### src/fwt_pkg.sv
// ----------------------------------------------------------------------------
// fwt_pkg
// shared widths, controller state and command/status types for the
// binary indexed tree block
// ----------------------------------------------------------------------------
package fwt_pkg;

  // tree storage
  localparam int MAX_ENTRIES = 1024;
  localparam int ADDR_W      = $clog2(MAX_ENTRIES);

  // word fields
  localparam int IDX_W  = 11;
  localparam int DATA_W = 32;
  // walk position, one bit wider so an upward step past the top is seen
  localparam int POS_W  = IDX_W + 1;

  // register reset
  localparam logic [IDX_W-1:0] SIZE_RESET = IDX_W'(1024);

  // operation codes
  localparam logic OP_UPDATE = 1'b0;
  localparam logic OP_QUERY  = 1'b1;

  typedef enum logic [1:0] {
    ST_CLEAR,
    ST_IDLE,
    ST_WALK,
    ST_RESULT
  } fwt_state_e;

  typedef struct packed {
    logic clear;  // write zero at sweep address
    logic load;   // take input word
    logic issue;  // read cell at walk position and step
    logic put;    // move sum into output register
  } fwt_cmd_t;

  typedef struct packed {
    logic clr_last;  // sweep at last cell
    logic more;      // walk position still inside the tree
    logic is_query;
    logic out_busy;  // output register holds an untaken word
  } fwt_status_t;

endpackage

### src/fwt_ctrl.sv
// ----------------------------------------------------------------------------
// fwt_ctrl
// sequencer: clearing sweep, word accept, tree walk and result hand-off
// ----------------------------------------------------------------------------
module fwt_ctrl import fwt_pkg::*; (
  input  logic        clk_i,
  input  logic        rst_ni,
  input  logic        in_valid_i,
  output logic        in_ready_o,
  input  fwt_status_t status_i,
  output fwt_cmd_t    cmd_o
);

  fwt_state_e state_q, state_d;

  always_ff @(posedge clk_i or negedge rst_ni) begin
    if (!rst_ni) begin
      state_q <= ST_CLEAR;
    end else begin
      state_q <= state_d;
    end
  end

  always_comb begin
    state_d    = state_q;
    cmd_o      = '0;
    in_ready_o = 1'b0;
    case (state_q)
      ST_CLEAR: begin
        cmd_o.clear = 1'b1;
        if (status_i.clr_last) begin
          state_d = ST_IDLE;
        end
      end
      ST_IDLE: begin
        in_ready_o = 1'b1;
        if (in_valid_i) begin
          cmd_o.load = 1'b1;
          state_d    = ST_WALK;
        end
      end
      ST_WALK: begin
        if (status_i.more) begin
          cmd_o.issue = 1'b1;
        end else if (status_i.is_query) begin
          state_d = ST_RESULT;
        end else begin
          state_d = ST_IDLE;
        end
      end
      ST_RESULT: begin
        if (!status_i.out_busy) begin
          cmd_o.put = 1'b1;
          state_d   = ST_IDLE;
        end
      end
      default: begin
        state_d = ST_IDLE;
      end
    endcase
  end

endmodule

### config.mk
export PLATFORM = sky130hd
export DESIGN_NAME = fwt_ctrl
export DESIGN_NICKNAME = d
export VERILOG_FILES = /design/src/fwt_pkg.sv /design/src/fwt_ctrl.sv
export SDC_FILE = /design/constraint.sdc
export NUM_CORES = 1
export LEC_CHECK = 0
export BUFFER_PORTS_ARGS = -buffer_cell sky130_fd_sc_hd__buf_2
export CAP_MARGIN = 10
export CORE_AREA = 10 10 47 49
export CTS_CLUSTER_SIZE = 16
export DETAILED_ROUTE_END_ITERATION = 16
export DIE_AREA = 0 0 57 59
export PLACE_DENSITY = 0.47
export SYNTH_ARGS = -nofsm -noshare
export SYNTH_HDL_FRONTEND = slang
export SYNTH_SLANG_ARGS = --single-unit
export TNS_END_PERCENT = 20
### constraint.sdc
create_clock -name clk_i -period 3.6 [get_ports clk_i]
set_input_delay 0.36 -clock clk_i [delete_from_list [all_inputs] [get_ports clk_i]]
set_output_delay 0.36 -clock clk_i [all_outputs]
set_load 0.05 [all_outputs]
# --- Word level (Yosys, flattened, before mapping) ---
# Cells that the tools add are included.
# W data, S select, Z words.
totals:
  register_bits: 2
  latch_bits: 0
  ram_bits: 0
  rom_bits: 0
  out_inout_bits: 5
  elab_cells: 24
  n_memories: 0
op_classes:
  add_sub_neg: 0
  multipliers: 0
  div: 0
  order_cmp: 0
  eq_ne: 7
  n_shift: 0
  mux: 14
  n_bitwise: 0
  n_reduce_logical: 2
op_table:
  columns: ["cell", "n"]
  rows:
  - ["$mux W2", 5]
  - ["$mux W1", 8]
  - ["$ne A2 B2 Y1 const B", 4]
  - ["$pmux W2 S4", 1]
  - ["$eq A2 B2 Y1 const B", 2]
  - ["$reduce_and A4 Y1", 1]
  - ["$eq A2 B1 Y1 const B", 1]
  - ["$logic_not A2 Y1", 1]

# --- Depth between registers and ports, before layout ---
logic_depth:
  depth_word: 3
  mapped_depth: 5
  mapped_depth_nobuf: 5

# --- Worst setup path after synthesis ---
# OpenSTA, ideal clock, no wires.
synth_timing:
  path_kind: "register to output"
  startpoint: "register state_q[0]"
  endpoint: "output port cmd_o[0] (netlist bit)"
  arrival_time_ps: 1250
  required_ps: 3240
  path_slack_ps: 1990
  path_stages_with_launch: 3
  cell_sequence: "dfrtp_1 ha_1 nor2b_1"
synth_rtl:
  columns: ["element", "line", "text"]
  rows:
  - ["start, declared", "fwt_ctrl.sv:14", "fwt_state_e state_q, state_d;"]
  - ["start signal, assigned", "fwt_ctrl.sv:20", "state_q <= state_d;"]
  - ["end, declared", "fwt_ctrl.sv:11", "output fwt_cmd_t cmd_o"]

==> results_tabular.tex <==
\begin{tabular}{lr}
\hline
Metric & Value \\
\hline
\multicolumn{2}{l}{\textbf{Global routing}} \\
\quad Number of global-route vias before repair & 194 \\
\quad GRT Overall Usage & 3.37\% \\
\quad GR Layer Usage met1 & 4.17\% \\
\quad GR met2 Demand/Resource & 2.95\% \\
\quad Number of antenna violations at the first check in global routing & 0 \\
\quad Met3 usage in global routing & 2.58\% \\
\quad Global-route wire length before repair & 828 µm \\
\quad Pin count of the biggest net entering global routing & 5 \\
\quad Gr busiest metal & met1 \\
\quad Overflow after GRT & 0 \\
\multicolumn{2}{l}{\textbf{Die}} \\
\quad Die Span X & 57 µm \\
\quad Die height & 59 µm \\
\quad Core area & 1400 µm² \\
\quad Area enclosed by the die boundary & 3360 µm² \\
\quad Top-level port count & 12 \\
\quad Initial core utilization & 15.3\% \\
\quad Number of placement rows & 14 \\
\multicolumn{2}{l}{\textbf{Synthesis}} \\
\quad Mapped Area & 214 µm² \\
\quad Area contributors post-synth & ha\_1, dfrtp\_1, nand4b\_4 \\
\quad Dominant cell by count in the synthesized netlist & ha\_1 \\
\quad Synth async-reset ratio & 100\% \\
\quad \#FFs+latches synth & 2 \\
\quad Area share of the largest cell type after synthesis & 29.2\% \\
\quad Sequential element share of the synthesized area & 23.4\% \\
\quad Count of flip-flops with a built-in enable after synthesis & 0 \\
\quad Dominant synthesized flop cell & dfrtp\_1 \\
\quad Synthesized Nets & 32 \\
\quad Average instance area after synthesis & 10.7 µm² \\
\quad Distinct cell type count of the synthesized netlist & 11 \\
\quad Cells after Synth & 20 \\
\quad Synthesis Warnings & 0 \\
\quad Cell accounting for the most synthesized area & ha\_1 \\
\multicolumn{2}{l}{\textbf{Setup path}} \\
\quad Worst Setup End Kind & primary output \\
\quad Worst endpoint data arrival time & 1330 ps \\
\quad Slowest cell on the critical path & dfrtp\_1 \\
\quad Dominant delay contributor by cell family on the critical path & flip-flops \\
\quad Maximum fanout along the worst path & 4 \\
\quad Crit-path max cell delay & 410 ps \\
\quad Data required, critical path & 3240 ps \\
\quad Crit start category & flop \\
\quad Crit path buf inv count & 2 \\
\quad Critical path class & reg -> out \\
\quad Cell Chain, Critical Path & inv\_1, ha\_1, and2\_4, buf\_2 \\
\multicolumn{2}{l}{\textbf{Power and ir drop}} \\
\quad Power per standard cell area & 920 nW/µm² \\
\quad Switch share & 52.9\% \\
\quad Proportion of power drawn by combinational gates & 68.0\% \\
\quad Max rail drop VDD & 0.280 mV \\
\quad Internal power consumption & 139 µW \\
\quad Share of total power in sequential cells & 15.2\% \\
\quad Static Leak & 0.178 nW \\
\quad Clock power frac & 16.9\% \\
\quad Switching Power & 157 µW \\
\multicolumn{2}{l}{\textbf{Clock tree}} \\
\quad TritonCTS clock tree & built \\
\quad Insertion delay of the later-clocked pin in the worst-skew pair & 220 ps \\
\quad Post-CTS Setup Bufs & 0 \\
\quad Clock tree root buffer cell & clkbuf\_4 \\
\quad Maximum clock insertion buffer count & 2 \\
\quad TritonCTS sink count & 2 \\
\quad Number of levels the H-tree was split into & 1 \\
\quad Clock-pin slew on the worst setup and hold paths & 30 ps \\
\quad Num CTS Buffers & 3 \\
\quad \# hold bufs at CTS & 1 \\
\quad Post-cts sizing count & 0 \\
\multicolumn{2}{l}{\textbf{Route}} \\
\quad Vias per Instance & 3.45 \\
\quad DRC & 0 \\
\quad Detailed-route wire length per cell & 10.2 µm \\
\quad Iteration-0 DRC count of the detailed router & 4 \\
\quad Total iterations of the first detailed-routing run & 2 \\
\quad Vias post-DR & 176 \\
\quad Antenna Nets Post-Route & 0 \\
\quad Final routed wirelength across all metal layers & 521 µm \\
\multicolumn{2}{l}{\textbf{Placement}} \\
\quad Placer Congestion & 0.685 \\
\quad Post-DP HPWL & 452 µm \\
\quad Area of placed instances & 289 µm² \\
\quad I/O Buffers & 11 \\
\multicolumn{2}{l}{\textbf{Layout}} \\
\quad Number of nets in the layout & 49 \\
\quad Register name with the most flops & state\_q \\
\quad ANT cells & 0 \\
\quad Layout area overhead & 50.3\% \\
\quad Largest registers ranked by flip-flop count & state\_q (2) \\
\quad Core utilization of the finished layout & 22.9\% \\
\quad Fraction of final layout cells sized beyond drive strength 1 & 48.6\% \\
\quad Flip-flop count of the largest register after layout & 2 \\
\quad Finished Cell Area & 322 µm² \\
\multicolumn{2}{l}{\textbf{Timing}} \\
\quad Transition time of the tightest slew-check pin & 258 ps \\
\quad Unrepaired setup endpoints after global routing & no \\
\quad Period utilisation layout & 46.9\% \\
\quad Final hold viol count & 0 \\
\quad Number of endpoints failing setup at the final stage & 0 \\
\quad Setup TNS & 0 ps \\
\quad Worst setup skew after layout & 0.205 ps \\
\quad Final count of pins violating max slew & 0 \\
\quad Post-layout min period & 1690 ps \\
\quad Maximum clock frequency & 0.592 GHz \\
\quad Worst max-slew margin expressed relative to the limit & 82.9\% \\
\multicolumn{2}{l}{\textbf{Run status}} \\
\quad Outcome & complete, no violations \\
\multicolumn{2}{l}{\textbf{Job}} \\
\quad Maxcap violations & 0 \\
\multicolumn{2}{l}{\textbf{Min path}} \\
\quad Worst hold path class & in -> async \\
\hline
\end{tabular}
==> worst paths after layout <==
check / from / endpoint / slack [ps] / depth (start not counted)
min in group clk_i: status_i[0] / state_q[0]$_DFFE_PN0P_ / 540 / 4
hold / removal: rst_ni / state_q[1]$_DFFE_PN0P_ / 440 / 2
max in group asynchronous: rst_ni / state_q[0]$_DFFE_PN0P_ / 3060 / 2
setup reg to reg: state_q[0]$_DFFE_PN0P_ / state_q[1]$_DFFE_PN0P_ / 2290 / 5
setup / recovery: state_q[0]$_DFFE_PN0P_ / cmd_o[1] / 1910 / 4
hold reg to reg: state_q[0]$_DFFE_PN0P_ / state_q[0]$_DFFE_PN0P_ / 660 / 2
==> worst reg2reg max path, delay by kind of cell, from the launching register on <==
family | cells | cell delay (ps)
fa+ha+maj | 1 | 220
simple gates | 2 | 330
flops | 1 | 400
mux | 1 | 140
buf+inv | 1 | 100
==> final cells by class <==
type	instances	area, µm²
Timing Repair Buffer	12	65.1
Inverter	2	7.51
Tap cell	16	20.0
Fill cell	164	1080
Multi-Input combinational cell	16	156
Clock buffer	3	22.5
Sequential cell	2	50.0
==> power groups by stage <==
stage                     clock (mW)  combinational, mW  sequential (mW)
after floorplan                    0              0.171           0.0419
after global placement             0              0.206           0.0455
after detailed placement           0              0.204           0.0451
after CTS                     0.0541              0.205           0.0449
after global routing          0.0559              0.218           0.0464
final                         0.0499              0.201           0.0449
==> through the flow <==
step / hold slack [ps] / total power, mW / worst slack (ps) / cells
6_report: 445 / 0.296 / 1910 / 51
5_1_grt: 445 / 0.320 / 1830 / 51
3_3_place_gp: 148 / 0.251 / 2120 / 47
2_1_floorplan: 64.4 / 0.213 / 1990 / 20
4_1_cts: 430 / 0.304 / 1890 / 51
3_5_place_dp: 147 / 0.249 / 2130 / 47
==> cells by family after synthesis <==
family	count (synthesis)	share of synthesized area (%)
AND/OR/NAND/NOR	8	30.4
flip-flops	2	23.4
adder cells (fa/ha/maj)	5	29.2
AO/OA/AOI/OAI	1	4.09
buffers and inverters	2	3.51
multiplexers	2	9.36
==> cells in the final DEF (no fill, tap or decap) <==
cell           instances
dlygate4sd3_1          1
a21o_2                 1
nor2b_1                1
nand2b_1               2
and2_4                 1
ha_1                   5
and2_1                 1
mux2i_1                2
buf_2                 11
nand4b_4               1
inv_1                  2
nand2_1                2
dfrtp_1                2
clkbuf_4               3
==> routing by layer <==
metal / share of wire [%] / up-vias
met3: 10 / 0
met4: 0 / 0
met5: 0 / -
li1: - / 94
met1: 56 / 71
met2: 34 / 11
No activity file was read; power rests on OpenSTA's default activity.
